[src/mvcf_pkg.sv]
// ----------------------------------------------------------------------------
// mvcf_pkg
// Shared types and constants of the memory value candidate filter: geometry
// of the paged RAM, mark row packing, pass codes and the queue entry.
// ----------------------------------------------------------------------------
package mvcf_pkg;

  localparam int PAGE_COUNT = 16;
  localparam int PAGE_BYTES = 8192;

  localparam int PAGE_W   = 4;
  localparam int OFFSET_W = 13;
  localparam int BYTE_W   = 8;
  localparam int COUNT_W  = 18;

  localparam int STORE_DEPTH = PAGE_COUNT * PAGE_BYTES;
  localparam int SNAP_AW     = $clog2(STORE_DEPTH);

  localparam int MARK_ROW_W = 32;
  localparam int BIT_W      = $clog2(MARK_ROW_W);
  localparam int MARK_ROWS  = (STORE_DEPTH + MARK_ROW_W - 1) / MARK_ROW_W;
  localparam int MARK_AW    = $clog2(MARK_ROWS);

  localparam int QUEUE_DEPTH = 2;
  localparam int QPTR_W      = $clog2(QUEUE_DEPTH);
  localparam int QCNT_W      = $clog2(QUEUE_DEPTH + 1);

  localparam logic [COUNT_W-1:0] COUNT_MAX = {COUNT_W{1'b1}};

  typedef enum logic [1:0] {
    OP_CLEAR     = 2'd0,
    OP_EQUAL     = 2'd1,
    OP_INCREASED = 2'd2,
    OP_DECREASED = 2'd3
  } op_e;

  typedef enum logic [1:0] {
    BK_SWEEP,
    BK_IDLE,
    BK_EXEC
  } back_state_e;

  typedef struct packed {
    op_e                op;
    logic               in_range;
    logic [SNAP_AW-1:0] snap_addr;
    logic [MARK_AW-1:0] row_addr;
    logic [BIT_W-1:0]   bit_sel;
    logic [BYTE_W-1:0]  mem_byte;
    logic               writable;
    logic               eq_match;
    logic               new_pass;
  } entry_t;

  typedef struct packed {
    logic full;
    logic sweeping;
  } front_ctrl_t;

endpackage

[src/mvcf_in_if.sv]
// ----------------------------------------------------------------------------
// mvcf_in_if
// Input channel: one RAM byte of one pass per beat.
// ----------------------------------------------------------------------------
interface mvcf_in_if;
  logic                          valid;
  logic                          ready;
  mvcf_pkg::op_e                 op;
  logic [mvcf_pkg::PAGE_W-1:0]   page;
  logic [mvcf_pkg::OFFSET_W-1:0] offset;
  logic [mvcf_pkg::BYTE_W-1:0]   mem_byte;
  logic                          writable;
  logic [mvcf_pkg::BYTE_W-1:0]   search_value;
  logic                          new_pass;

  modport source (
    output valid, op, page, offset, mem_byte, writable, search_value, new_pass,
    input  ready
  );
  modport sink (
    input  valid, op, page, offset, mem_byte, writable, search_value, new_pass,
    output ready
  );
endinterface

[src/mvcf_front.sv]
// ----------------------------------------------------------------------------
// mvcf_front
// Accepts input beats, checks the address range, forms the store and mark
// addresses and the equality match, and hands an entry to the queue.
// ----------------------------------------------------------------------------
module mvcf_front (
  mvcf_in_if.sink                 in_i,
  input  mvcf_pkg::front_ctrl_t   ctrl_i,
  output logic                    push_o,
  output mvcf_pkg::entry_t        entry_o
);

  logic [mvcf_pkg::SNAP_AW-1:0] idx;

  assign in_i.ready = !ctrl_i.full && !ctrl_i.sweeping;
  assign push_o     = in_i.valid && in_i.ready;

  assign idx = mvcf_pkg::SNAP_AW'(in_i.page) * mvcf_pkg::SNAP_AW'(mvcf_pkg::PAGE_BYTES)
             + mvcf_pkg::SNAP_AW'(in_i.offset);

  always_comb begin
    entry_o.op        = in_i.op;
    entry_o.in_range  = (32'(in_i.page) < mvcf_pkg::PAGE_COUNT)
                     && (32'(in_i.offset) < mvcf_pkg::PAGE_BYTES);
    entry_o.snap_addr = idx;
    entry_o.row_addr  = idx[mvcf_pkg::SNAP_AW-1:mvcf_pkg::BIT_W];
    entry_o.bit_sel   = idx[mvcf_pkg::BIT_W-1:0];
    entry_o.mem_byte  = in_i.mem_byte;
    entry_o.writable  = in_i.writable;
    entry_o.eq_match  = (in_i.mem_byte == in_i.search_value);
    entry_o.new_pass  = in_i.new_pass;
  end

endmodule

[src/flat_wrapper.sv]
// flat-port wrapper written by rule: the top's interface ports become plain ports
module mvcf_front_flat 
  (ctrl_i, push_o, entry_o, in_i_valid, in_i_op, in_i_page, in_i_offset, in_i_mem_byte, in_i_writable, in_i_search_value, in_i_new_pass, in_i_ready);
  mvcf_in_if in_i_i ();
  input  mvcf_pkg::front_ctrl_t ctrl_i;
  output logic push_o;
  output mvcf_pkg::entry_t entry_o;
  input wire logic [$bits(in_i_i.valid)-1:0] in_i_valid;
  input wire logic [$bits(in_i_i.op)-1:0] in_i_op;
  input wire logic [$bits(in_i_i.page)-1:0] in_i_page;
  input wire logic [$bits(in_i_i.offset)-1:0] in_i_offset;
  input wire logic [$bits(in_i_i.mem_byte)-1:0] in_i_mem_byte;
  input wire logic [$bits(in_i_i.writable)-1:0] in_i_writable;
  input wire logic [$bits(in_i_i.search_value)-1:0] in_i_search_value;
  input wire logic [$bits(in_i_i.new_pass)-1:0] in_i_new_pass;
  output wire logic [$bits(in_i_i.ready)-1:0] in_i_ready;
  assign in_i_i.valid = in_i_valid;
  assign in_i_i.op = in_i_op;
  assign in_i_i.page = in_i_page;
  assign in_i_i.offset = in_i_offset;
  assign in_i_i.mem_byte = in_i_mem_byte;
  assign in_i_i.writable = in_i_writable;
  assign in_i_i.search_value = in_i_search_value;
  assign in_i_i.new_pass = in_i_new_pass;
  assign in_i_ready = in_i_i.ready;
  mvcf_front u_core (.in_i(in_i_i), .ctrl_i(ctrl_i), .push_o(push_o), .entry_o(entry_o));
endmodule
[config.mk]
export PLATFORM = sky130hd
export DESIGN_NAME = mvcf_front_flat
export DESIGN_NICKNAME = d
export VERILOG_FILES = /design/src/mvcf_pkg.sv /design/src/mvcf_in_if.sv /design/src/mvcf_front.sv /design/src/flat_wrapper.sv
export SDC_FILE = /design/constraint.sdc
export NUM_CORES = 1
export LEC_CHECK = 0
export ABC_AREA = 1
export BUFFER_PORTS_ARGS = -buffer_cell sky130_fd_sc_hd__buf_2
export CAP_MARGIN = 20
export CORE_UTILIZATION = 29
export DETAILED_ROUTE_END_ITERATION = 12
export PLACE_DENSITY = 0.84
export SETUP_SLACK_MARGIN = 0.15
export SLEW_MARGIN = 20
export SYNTH_ARGS = -nofsm -noshare
export SYNTH_HDL_FRONTEND = slang
export SYNTH_SLANG_ARGS = --single-unit
[constraint.sdc]
create_clock -name vclk -period 0.8
set_input_delay 0.04 -clock vclk [all_inputs]
set_output_delay 0.04 -clock vclk [all_outputs]
set_load 0.005 [all_outputs]
Word level (Yosys, flattened, before mapping) --
Index checks and enable logic that the tools add are counted.
Word-level totals: register bits 0, input bits 40, output and inout bits 50
Operators by class: $add $sub $neg 1, equality and inequality tests 1, reduce and logical (&&, ||, !) cells 4
Operator list (count):
- adder 17 x 13 -> 17 bit | 1
- equality test 8 bit | 1
- logical AND 1 bit | 2
- zero test 1 bit | 2

Depth between registers and ports, before layout --
depth in word-level cells 3, depth in mapped cells 6, gate-level depth less buffers 6

Worst setup path before layout --
Ideal clock, no wire load.
kind input -> output, from input in_i_search_value[0], to output entry_o[1] (netlist name), data arrival time 0.398 ns, required time 0.760 ns, slack 0.362 ns, cell stages on the path 5, buffers on the path 0, cells stage by stage nor2_1 > nor2_1 > nor2_1 > nand2_1 > nor2_1
RTL lines:
- start: declaration | line flat_wrapper.sv:14 | input wire logic [$bits(in_i_i.search_value)-1:0] in_i_search_value;
- end: declaration | line flat_wrapper.sv:7 | output mvcf_pkg::entry_t entry_o;

==> impl_results.md <==
* TNS Setup at 0 ns
* Post-DP HPWL at 535 um
* Final WS setup at 0.137 ns
* Seq pwr share at 0
* Fraction of layout cells with a size suffix above 1 at 0.468
* Vias in the first global route at 234
* Post-synthesis area per instance at 5.67 sq um
* FP Rows at 15
* Crit path top cell by count: nor2_1
* Netlist Area Pre-Place at 533 sq um
* Arrival time worst endpoint at 0.62 ns
* Slowest cell on the critical path: buf_2
* Overall global routing resource usage at 0.0473
* Max-cap violations at 0
* Iter 0 DRT Violations at 4
* Buffers on Ports at 30
* Gpl congestion at 0.571
* PD cells at 418 nW/um^2
* Initial antenna violation count at 0
* Worst endpoint required time at 0.76 ns
* Ys Warns at 0
* Flip-flop and latch area at 0 sq um
* Post-synth top area share at 0.662
* Initial Util at 0.309
* M2 GR Usage at 0.0971
* Leak at 0.296 nW
* Critical path, cell by cell: buf_2 > nor2_1 > nor2_1 > nor2_1 > nand2_1 > nor2_1 > buf_2
* Commonest cells in the netlist: 47 x buf_4, 20 x nand2_1, 13 x inv_1
* Kind of critical path: in -> out
* DRT Pass-1 Iters at 2
* Met3 GRT Util at 0.0200
* Postcts setup bufs at 0
* Unrepaired setup endpoints after global routing: yes
* Min-delay worst type: in -> out
* Worst Hold Launch: in_i_op[0]
* Switching pwr at 0.0741 mW
* Crit path max-delay family: simple AND/OR/NAND/NOR gates
* Via count at 374
* Post-route DRC at 0
* Area after DPL at 362 sq um
* Crit path launch: in_i_search_value[5]
* Area of the multi-input gates at 144 sq um
* Routing usage on met1 at 0.0313
* Total core area at 1730 sq um
* Slew Viols, Final at 0
* Post-layout min period at 0.663 ns
* Final net count at 119
* I/O pin total at 90
* Comb pwr share at 1.000
* Hold_buf cts at 0
* GRT Max-Usage Layer: met2
* Vias per inst at 3.67
* Final WL at 660 um
* Distinct cell type count of the synthesized netlist at 6
* Fillers at 207
* Ant diodes at 0
* Die extent in y at 44.9 um
* DIE AREA at 2010 sq um
* Clock buf count at 0
* Max VDD drop at 0.109 mV
* CP Launch Type: input port
* F_max at 1.51 GHz
* Design Area, Final at 437 sq um
* Seq/Total Area, Yosys at 0
* DRT antenna net count at 0
* Critical Path End Type: output pin
* Synth top area cells: buf_4 66%, nand2_1 14%, inv_1 9.2%, nor2_1 8.5%, nor3b_1 1.4%
* Drt wl/cell at 6.47 um
* Layout Area Growth over Synthesis at -18.1%
* Final Cycle Share at 0.829
* Fin. Hold Viols at 0
* Pre-CTS setup slack at 0.0678 ns
* Grt ovf at 0
* Count of flip-flops and latches at 0
* Mapped Cells at 94
* Switching portion of total power at 0.405
* Pin count of the biggest net entering global routing at 4
* Syn_nets at 134
* CP max FO at 2
* Clock share of power at 0
* Delay of the slowest critical-path stage at 0.12 ns
* Internal Pwr Total at 0.109 mW
* Final setup fails at 0
* Synth area leader: buf_4
* WP buf/inv at 2
* Most common cell in the netlist: buf_4
* Die width at 44.9 um
* First-pass GRT wire length at 772 um
* Status: finished, final reports clean
==> cell families after synthesis <==
logic type | share of synthesized area
buffers and inverters | 0.754
other | 0.00704
AND/OR/NAND/NOR | 0.239
==> cells in the final DEF (no fill, tap or decap) <==
cell     count
buf_4        1
nor2_4       1
inv_1       10
nor2_1      11
nand2_1     18
nor3b_1      1
inv_2        3
buf_6        8
conb_1       1
buf_8        1
buf_2       20
nand2_2      2
==> worst paths after layout <==
path	endpoint	cells past startpoint
max	entry_o[1]	7
min	entry_o[46]	0
==> power by group through the flow <==
stage / logic (mW) / clock network (mW) / registers (mW)
finish: 0.183 / 0 / 0
global route: 0.205 / 0 / 0
CTS: 0.151 / 0 / 0
detailed placement: 0.144 / 0 / 0
global placement: 0.141 / 0 / 0
floorplan: 0.244 / 0 / 0
==> area by class of cell <==
class | count | share of cell area
well taps | 25 | 0.0716
inverters | 13 | 0.112
multi-input cells | 34 | 0.330
repair buffers | 30 | 0.487
==> timing repair <==
item,4_1_cts,5_1_grt
gates resized for setup,2,16
pin swaps,7,11
endpoints found under the setup margin,1,1
==> stage by stage <==
| stage | std cells | utilization | total power, mW | hold slack [ns] |
|---|---|---|---|---|
| detailed placement | 102 | 0.209 | 0.144 | 0.0801 |
| finish | 102 | 0.253 | 0.183 | 0.0800 |
| global route | 102 | 0.253 | 0.205 | 0.0800 |
| floorplan | 94 | - | 0.244 | 0.107 |
| global placement | 102 | 0.209 | 0.141 | 0.0801 |
| CTS | 102 | 0.217 | 0.151 | 0.0801 |
==> per-layer routing <==
layer / vias to the layer above / wire [um] / share of wire
met5: - / 0 / 0
met4: 0 / 27 / 0.041
met3: 8 / 136 / 0.21
met2: 36 / 306 / 0.46
met1: 143 / 189 / 0.29
li1: 187 / - / -
(Power assumes the default switching activity.)
