## src/mvcf_pkg.sv

```systemverilog
// ----------------------------------------------------------------------------
// mvcf_pkg
// Shared types and constants of the memory value candidate filter: geometry
// of the paged RAM, mark row packing, pass codes and the queue entry.
// ----------------------------------------------------------------------------
package mvcf_pkg;

  localparam int PAGE_COUNT = 16;
  localparam int PAGE_BYTES = 8192;

  localparam int PAGE_W   = 4;
  localparam int OFFSET_W = 13;
  localparam int BYTE_W   = 8;
  localparam int COUNT_W  = 18;

  localparam int STORE_DEPTH = PAGE_COUNT * PAGE_BYTES;
  localparam int SNAP_AW     = $clog2(STORE_DEPTH);

  localparam int MARK_ROW_W = 32;
  localparam int BIT_W      = $clog2(MARK_ROW_W);
  localparam int MARK_ROWS  = (STORE_DEPTH + MARK_ROW_W - 1) / MARK_ROW_W;
  localparam int MARK_AW    = $clog2(MARK_ROWS);

  localparam int QUEUE_DEPTH = 2;
  localparam int QPTR_W      = $clog2(QUEUE_DEPTH);
  localparam int QCNT_W      = $clog2(QUEUE_DEPTH + 1);

  localparam logic [COUNT_W-1:0] COUNT_MAX = {COUNT_W{1'b1}};

  typedef enum logic [1:0] {
    OP_CLEAR     = 2'd0,
    OP_EQUAL     = 2'd1,
    OP_INCREASED = 2'd2,
    OP_DECREASED = 2'd3
  } op_e;

  typedef enum logic [1:0] {
    BK_SWEEP,
    BK_IDLE,
    BK_EXEC
  } back_state_e;

  typedef struct packed {
    op_e                op;
    logic               in_range;
    logic [SNAP_AW-1:0] snap_addr;
    logic [MARK_AW-1:0] row_addr;
    logic [BIT_W-1:0]   bit_sel;
    logic [BYTE_W-1:0]  mem_byte;
    logic               writable;
    logic               eq_match;
    logic               new_pass;
  } entry_t;

  typedef struct packed {
    logic full;
    logic sweeping;
  } front_ctrl_t;

endpackage

```

## src/mvcf_fifo.sv

```systemverilog
// ----------------------------------------------------------------------------
// mvcf_fifo
// Short queue between the front and the back, so each side stalls alone.
// ----------------------------------------------------------------------------
module mvcf_fifo (
  input  logic                clk_i,
  input  logic                rst_ni,
  input  logic                push_i,
  input  mvcf_pkg::entry_t    entry_i,
  input  logic                pop_i,
  output mvcf_pkg::entry_t    head_o,
  output logic                empty_o,
  output logic                full_o
);

  mvcf_pkg::entry_t            slot_q [mvcf_pkg::QUEUE_DEPTH];
  logic [mvcf_pkg::QPTR_W-1:0] wptr_q, wptr_d, rptr_q, rptr_d;
  logic [mvcf_pkg::QCNT_W-1:0] cnt_q, cnt_d;

  localparam logic [mvcf_pkg::QPTR_W-1:0] LastPtr = mvcf_pkg::QPTR_W'(mvcf_pkg::QUEUE_DEPTH - 1);
  localparam logic [mvcf_pkg::QCNT_W-1:0] FullCnt = mvcf_pkg::QCNT_W'(mvcf_pkg::QUEUE_DEPTH);

  assign head_o  = slot_q[rptr_q];
  assign empty_o = (cnt_q == '0);
  assign full_o  = (cnt_q == FullCnt);

  always_comb begin
    wptr_d = wptr_q;
    rptr_d = rptr_q;
    cnt_d  = cnt_q;
    if (push_i) begin
      wptr_d = (wptr_q == LastPtr) ? '0 : wptr_q + 1'b1;
    end
    if (pop_i) begin
      rptr_d = (rptr_q == LastPtr) ? '0 : rptr_q + 1'b1;
    end
    case ({push_i, pop_i})
      2'b10:   cnt_d = cnt_q + 1'b1;
      2'b01:   cnt_d = cnt_q - 1'b1;
      default: cnt_d = cnt_q;
    endcase
  end

  always_ff @(posedge clk_i or negedge rst_ni) begin
    if (!rst_ni) begin
      wptr_q <= '0;
      rptr_q <= '0;
      cnt_q  <= '0;
    end else begin
      wptr_q <= wptr_d;
      rptr_q <= rptr_d;
      cnt_q  <= cnt_d;
    end
  end

  always_ff @(posedge clk_i) begin
    if (push_i) begin
      slot_q[wptr_q] <= entry_i;
    end
  end

  a_no_push_full: assert property (@(posedge clk_i) disable iff (!rst_ni)
    full_o |-> !push_i) else $error("push into full queue");
  a_no_pop_empty: assert property (@(posedge clk_i) disable iff (!rst_ni)
    empty_o |-> !pop_i) else $error("pop from empty queue");
  a_cnt_bound: assert property (@(posedge clk_i) disable iff (!rst_ni)
    cnt_q <= FullCnt) else $error("queue count beyond depth");

endmodule

```

## config.mk

```make
export PLATFORM = sky130hd
export DESIGN_NAME = mvcf_fifo
export DESIGN_NICKNAME = d
export VERILOG_FILES = /design/src/mvcf_pkg.sv /design/src/mvcf_fifo.sv
export SDC_FILE = /design/constraint.sdc
export NUM_CORES = 1
export LEC_CHECK = 0
export BUFFER_PORTS_ARGS = -buffer_cell sky130_fd_sc_hd__buf_2
export CAP_MARGIN = 10
export CORE_AREA = 2 2 89 91
export CTS_CLUSTER_DIAMETER = 200
export DETAILED_ROUTE_END_ITERATION = 7
export DIE_AREA = 0 0 91 93
export HOLD_SLACK_MARGIN = 0.05
export PLACE_DENSITY = 0.76
export SYNTH_ARGS = -nofsm -noshare
export SYNTH_HDL_FRONTEND = slang
export SYNTH_SLANG_ARGS = --single-unit
```

## constraint.sdc

```tcl
create_clock -name clk_i -period 8.4 [get_ports clk_i]
set_input_delay 0.84 -clock clk_i [delete_from_list [all_inputs] [get_ports clk_i]]
set_output_delay 0.84 -clock clk_i [all_outputs]
set_load 0.01 [all_outputs]
```

# --- Yosys cells after proc, flatten, opt, wreduce, memory -nomap -nowiden ---
# Memory sizes are Yosys's and may differ from the RTL's.
# Cells that the tools add are included.
# Widths: inputs -> output; s select.
totals:
  mem_bits_rw: 96
  n_memories: 1
  output_inout_bits: 50
  word_cells: 18
  reg_bits: 4
  inputBits: 52
op_classes:
  add_sub_neg: 4
  n_mux: 5
  n_reduce_logical: 2
  n_eq_ne: 3
mem_list:
  columns: ["name", "depth", "word_bits", "rd", "rd_clocked_by_memory_dff", "wr", "line", "source"]
  rows:
  - ["slot_q", 2, 48, 1, 0, 1, "mvcf_fifo.sv:16", "mvcf_pkg::entry_t slot_q [mvcf_pkg::QUEUE_DEPTH];"]
ops:
  columns: ["op", "n"]
  rows:
  - ["$eq 2x2->1 const B", 2]
  - ["$mux 1", 4]
  - ["$pmux 2 s2", 1]
  - ["$add 1x1->1 const B", 2]
  - ["$add 2x1->2 const B", 1]
  - ["$eq 2x1->1 const B", 1]
  - ["$logic_not 2->1", 1]
  - ["$reduce_bool 2->1", 1]
  - ["$sub 2x1->2 const B", 1]

# --- Longest topological paths before layout ---
# Gate-level depths: netlist of the first run.
logic_depth:
  depth_word: 2
  ltp_mapped: 5
  mapped_depth_nobuf: 5

# --- Worst setup path after synthesis of the first run ---
# OpenSTA, ideal clock, no wires.
synth_timing:
  path_kind: "input-to-reg"
  startpoint: "input push_i"
  endpoint: "memory slot_q[0][0] in the netlist's numbering (enable)"
  arrival_ps: 2914
  n_path_buf: 0
  setup_ps: 455
  t_required_ps: 7945
  setup_slack_ps: 5031
  cell_stages: 2
  path_cell_list: "inv_1 -> nor2_1"
synth_between:
  elab_chain_cells: 2
synth_lines:
  columns: ["element", "line", "source"]
  rows:
  - ["start: declaration", "mvcf_fifo.sv:8", "input logic push_i,"]
  - ["$mux 1", "mvcf_fifo.sv:57", "if (push_i) begin"]
  - ["$mux 1 (not written as such)", "mvcf_fifo.sv:58", "slot_q[wptr_q] <= entry_i;"]
  - ["end: declaration", "mvcf_fifo.sv:16", null]
# No other way between the ends.

==> results of run 1 <==
-- cells in the final DEF (no fill, tap or decap) --
cell type / instances
buf_2: 101
edfxtp_1: 96
mux2_2: 38
mux2_4: 10
clkbuf_8: 9
xor2_1: 3
clkinv_2: 3
dfrtp_1: 3
buf_4: 3
nor2_1: 2
xnor2_1: 2
nor2b_1: 1
inv_1: 1
and2_2: 1
nor2_4: 1
ha_1: 1
bufinv_16: 1
clkinv_1: 1
inv_6: 1
clkinv_4: 1
dfrtp_2: 1
-- kinds of logic (layout without fill, tap and decap cells) --
| family | count (synthesis) | count (layout) |
|---|---|---|
| and+or+nand+nor | 5 | 5 |
| DFF | 100 | 100 |
| buffers and inverters | 6 | 121 |
| muxes | 48 | 48 |
| adders and majority gates | 1 | 1 |
| xor gates and xnor gates | 5 | 5 |
-- through the flow --
stage / utilization, % / instance area, um^2 / power, W
2_1_floorplan: - / 3694 / 0.001002
3_3_place_gp: 57.26 / 4310 / 0.001136
3_5_place_dp: 57.26 / 4310 / 0.001144
4_1_cts: 59.79 / 4501 / 0.001435
5_1_grt: 59.79 / 4501 / 0.001483
6_report: 59.79 / 4501 / 0.001414
-- layout make-up --
cell class                      count  area [um^2]
Inverter                            1        3.754
Multi-Input combinational cell     59        666.9
Tap cell                          102        127.6
Sequential cell                   100         2984
Clock buffer                        9        123.9
Clock inverter                      7        66.31
Timing Repair Buffer              104        528.0
Fill cell                         605         3027
-- power by group --
part / leakage, nW / total (W) / switching (W) / internal [W]
Sequential: 0.947 / 0.000699 / 0.0000360 / 0.000663
Clock: 0.101 / 0.000290 / 0.000153 / 0.000137
Combinational: 0.688 / 0.000425 / 0.000217 / 0.000208
Total: 1.74 / 0.00141 / 0.000406 / 0.00101
-- metal layers --
layer / vias up / track usage [%]
met3: 7 / 4.190
met4: 0 / 5.303
met1: 884 / 18.49
met5: - / 0
li1: 862 / -
met2: 80 / 23.15
-- path summary, 6_finish.rpt --
| kind | end | cells after the start |
|---|---|---|
| worst max-delay path | head_o[10] | 3 |
| min in group clk_i | cnt_q[1]$_DFFE_PN0P_ | 1 |
| worst max register to register | slot_q[0][0]$_DFFE_PP_ | 2 |
| worst min-delay path | wptr_q$_DFFE_PN0P_ | 1 |
| worst min register to register | cnt_q[1]$_DFFE_PN0P_ | 1 |
| max in group asynchronous | rptr_q$_DFFE_PN0P_ | 1 |
-- Yosys cell counts (all sizes together) --
library cell | count | area (um^2)
edfxtp | 96 | 2883
nor2b | 1 | 6.260
nor2 | 3 | 11.26
dfrtp | 4 | 100.1
xnor2 | 2 | 17.52
buf | 5 | 48.79
and2 | 1 | 6.260
mux2 | 48 | 578.1
xor2 | 3 | 26.28
inv | 1 | 3.750
ha | 1 | 12.51
-- flip-flops by register name, summed over array words and instances, names as in the netlist --
| register | count |
|---|---|
| cnt_q | 2 |
| rptr_q | 1 |
| slot_q | 96 |
| wptr_q | 1 |
-- worst reg2reg max path, stage by stage (launching register included) --
cell and delay (ps):
dfrtp_1 440, nor2_4 420, buf_4 490
==> results_dict.tcl, run 1 <==
set metrics [dict create \
    cts_buffers 9 \
    critical_path_class "flip-flop to primary output" \
    synth_fa_ha_area_share_pct 0.3388 \
    timing.critical_path.buf_inv 2 \
    slowest_stage "buf_4" \
    cts.sinks 100 \
    area_delta_synth_final_pct 21.85 \
    rows 32 \
    drive_above_1_share_pct 60.71 \
    min_period_over_period_pct 33.04 \
    wl_met3_um 435 \
    drtAntennaViolNets 0 \
    ir_drop_uv 160.1 \
    wl_met2_mm 2.824 \
    avgViaCountPerCell 4.798 \
    netlist_instances 165 \
    drt_wl_total_mm 5.919 \
    skew_ps 6.255 \
    dieWidth_um 91 \
    insertion_delay_ps 340 \
    hp-class "input pin to asynchronous set/reset pin" \
    io_buffers 101 \
    core_area_mm2 0.007527 \
    synth_compound_area_share_pct 0 \
    dr.pass1.iters 4 \
    htree_levels 3 \
    postCtsHoldBufs 0 \
    r2r_slack_ps 6670 \
    outcome "complete, no violations" \
    cp-end-kind "primary output" \
    nets 328 \
    setup-tns-final_ps 0 \
    rr_startpoint "wptr_q$_DFFE_PN0P_" \
    grt_usage_pct 14.28 \
    io_pins 102 \
    path_clk_slew_ps 90 \
    rsz0062_at_grt "false" \
    dp_cells 366 \
    critical-path-top-delay-family "buffers and inverters" \
    antenna_cells 0 \
    syn_area_mm2 0.003694 \
    yosysUniqueCellTypes 14 \
    synth_warnings 0 \
    wire_per_inst_um 15.49 \
    clock.fmax_ghz 0.3604 \
    cp_max_fo 40 \
    dp_hpwl_mm 3.873 \
    setup_ws_ps 5625 \
    root_buffer "clkbuf_8" \
    start_kind "flip-flop" \
    dp_slack_ps 5955 \
    cp_slowest_stage_delay_ps 540 \
    power_leakage_nw 1.735 \
    seq_area_frac_synth_pct 80.76 \
    muxShareOfSynthArea_pct 15.65 \
    instances_no_fill 382 \
    ctsResizeCount 0 \
    drt-met1-wl_mm 2.600 \
    gp_congestion 0.6946 \
    ys_ff_latch 100 \
    grt_max_degree 41 \
    setup_viol 0 \
    path_cells "buf_4 > mux2_2 > buf_2" \
    yosys.area_share.simple_pct 0.6436 \
    finalHoldViolCount 0 \
    dr.max_layer_used "met4" \
    drt_iter0_markers 94 \
    avgSynthCellArea_um2 22.39 \
    synth_top_family_by_area "multiplexers" \
    gr-total-overflow 0 \
    clk_path_buf_depth 2 \
    power_density_mw_per_mm2 314.1 \
    drv_slew 0 \
    cts_tree "built" \
    initial_core_util_pct 49.07 \
    tightest_slew_ps 586.2 \
    holdWs_ps 285.0 \
    critical_path.startpoint "rptr_q$_DFFE_PN0P_" \
    maxSlewHeadroom_pct 60.92 \
    grt_pass1_wl_mm 9.239 \
    die-area_mm2 0.008463 \
    max_cap_violations 0 \
    cts_setup_buffers 0 \
    layout_min_cycle_time_ps 2775 \
    vias 1833 \
    grt_pass1_vias 1935 \
    route.detailed.drc 0 \
    worst-endpoint-required_ps 7560 \
    syn_nets 218 \
    antenna_found_initial 0 \
    worstPathArrival_ps 1940 \
    die_h_um 93 \
    synth-xor-area-share_pct 1.186 \
]
No activity file was read; power rests on OpenSTA's default activity.
==> inputs of run 2 (changes only) <==
- CORE_AREA: 2 2 89 91 -> 2 2 93 95
- DIE_AREA: 0 0 91 93 -> 0 0 95 97
- PLACE_DENSITY: 0.76 -> 0.73
- clock period: 8.4 -> 2.45 ns (I/O delays scaled with it)
==> results_dict.tcl, run 2 (same netlist as run 1, synthesis figures left out) <==
set metrics [dict create \
    fillCellCount 657 \
    grt_usage_pct 13.35 \
    skew_ps 7.023 \
    start_kind "flip-flop" \
    holdWs_ps 80.99 \
    largest_reg_flops 96 \
    gr-total-overflow 0 \
    wire_per_inst_um 15.32 \
    worst_r2r_path_depth 2 \
    grt_use_met3_pct 3.427 \
    cts_buffers 9 \
    power_leakage_nw 1.744 \
    holdPathEnd "slot_q[1][47]$_DFFE_PP_" \
    power_density_mw_per_mm2 1074 \
    drv_slew 0 \
    ctsResizeCount 0 \
    insertion_delay_ps 350 \
    setup_ws_ps 382.5 \
    initial_core_util_pct 45.41 \
    finalHoldViolCount 0 \
    htree_levels 3 \
    layout_min_cycle_time_ps 2067 \
    avgViaCountPerCell 4.816 \
    root_buffer "clkbuf_8" \
    die_h_um 97 \
    grt_pass1_vias 1942 \
    dp_slack_ps 734.4 \
    cp_max_fo 17 \
    dp_cells 370 \
    min_period_over_period_pct 84.39 \
    critical_path_class "flip-flop to primary output" \
    cts_setup_buffers 0 \
    die-area_mm2 0.009215 \
    cts.sinks 100 \
    hp-class "input pin to flip-flop" \
    path_clk_slew_ps 90 \
    rr_startpoint "wptr_q$_DFFE_PN0P_" \
    route.detailed.drc 0 \
    clk_path_buf_depth 2 \
    worstReg2RegEnd "slot_q[1][33]$_DFFE_PP_" \
    core_area_mm2 0.008134 \
    dp_hpwl_mm 3.936 \
    top_regs "slot_q: 96 flops, cnt_q: 2 flops" \
    regMostFlops "slot_q" \
    met1_usage_pct 16.59 \
    setup-tns-final_ps 0 \
    nets 330 \
    ir_drop_uv 453.4 \
    cp-end-kind "primary output" \
    outcome "complete, no violations" \
    final_cell_mix "buf_2, edfxtp_1, mux2_2, mux2_4, clkbuf_8" \
    postCtsHoldBufs 1 \
    rows 33 \
    vias 1859 \
    clock.fmax_ghz 0.4837 \
    grt_pass1_wl_mm 9.142 \
    worst-endpoint-required_ps 2200 \
    busiest_layer "met2" \
    hp-start "entry_i[47]" \
    antenna_cells 0 \
    drive_above_1_share_pct 60.50 \
    critical_path.startpoint "rptr_q$_DFFE_PN0P_" \
    met2_usage_pct 21.49 \
    rsz0062_at_grt "false" \
    drt_iter0_markers 47 \
    layout_commonest_cell "buf_2" \
    cts_tree "built" \
    io_pins 102 \
    grt_max_degree 49 \
    max_cap_violations 0 \
    drt_wl_total_mm 5.912 \
    drtAntennaViolNets 0 \
    dieWidth_um 95 \
    setup_viol 0 \
    antenna_found_initial 0 \
    maxSlewHeadroom_pct 56.91 \
    hold-path-cell-count 1 \
    gp_congestion 0.7808 \
    dr.pass1.iters 3 \
    r2r_slack_ps 970 \
    io_buffers 101 \
    instances_no_fill 386 \
    tightest_slew_ps 646.3 \
    worstPathArrival_ps 1820 \
    area_delta_synth_final_pct 22.53 \
]
run 2: cell types whose count changed in the layout (fill, tap and decap cells not counted):
cell	change
buf_12	+1
clkbuf_1	+1
clkinv_1	-1
dlygate4sd3_1	+1
inv_6	-1
run 2: routing by layer:
metal,wire length (um),vias to the layer above
li1,-,866
met1,2479,907
met2,2857,73
met3,435,13
met4,140,0
met5,0,-
run 2: critical path, cell delays in order, from the launching register on:
cell	delay, ps
dfrtp_2	670
buf_4	300
mux2_2	360
buf_2	140
run 2: stage by stage:
step	utilization, %	total power (W)	instance area [um^2]
after global routing	55.64	0.005127	4526
final	55.64	0.004859	4526
after global placement	53.28	0.003930	4334
after floorplan	-	0.003431	3696
after detailed placement	53.28	0.003966	4334
after CTS	55.64	0.004941	4526
run 2: report_power, final:
| part | switching, W | leakage [nW] | internal, W | total, W |
|---|---|---|---|---|
| Clock | 0.000505 | 0.0959 | 0.000463 | 0.000968 |
| Sequential | 0.000154 | 0.947 | 0.00227 | 0.00243 |
| Combinational | 0.000717 | 0.701 | 0.000746 | 0.00146 |
run 2: worst max-delay path by stage:
stage	to
6_report	head_o[42]
3_5_place_dp	head_o[1]
2_1_floorplan	slot_q[0][0]$_DFFE_PP_
3_3_place_gp	head_o[26]
5_1_grt	head_o[1]
4_1_cts	head_o[1]
run 2: area by class of cell:
type | count | area, um^2 | area share (%)
Inverter | 1 | 3.754 | 0.08294
Multi-Input combinational cell | 59 | 666.9 | 14.74
Tap cell | 105 | 131.4 | 2.903
Clock buffer | 10 | 127.6 | 2.820
Timing Repair Buffer | 106 | 558.0 | 12.33
Clock inverter | 5 | 53.80 | 1.189
Sequential cell | 100 | 2984 | 65.94
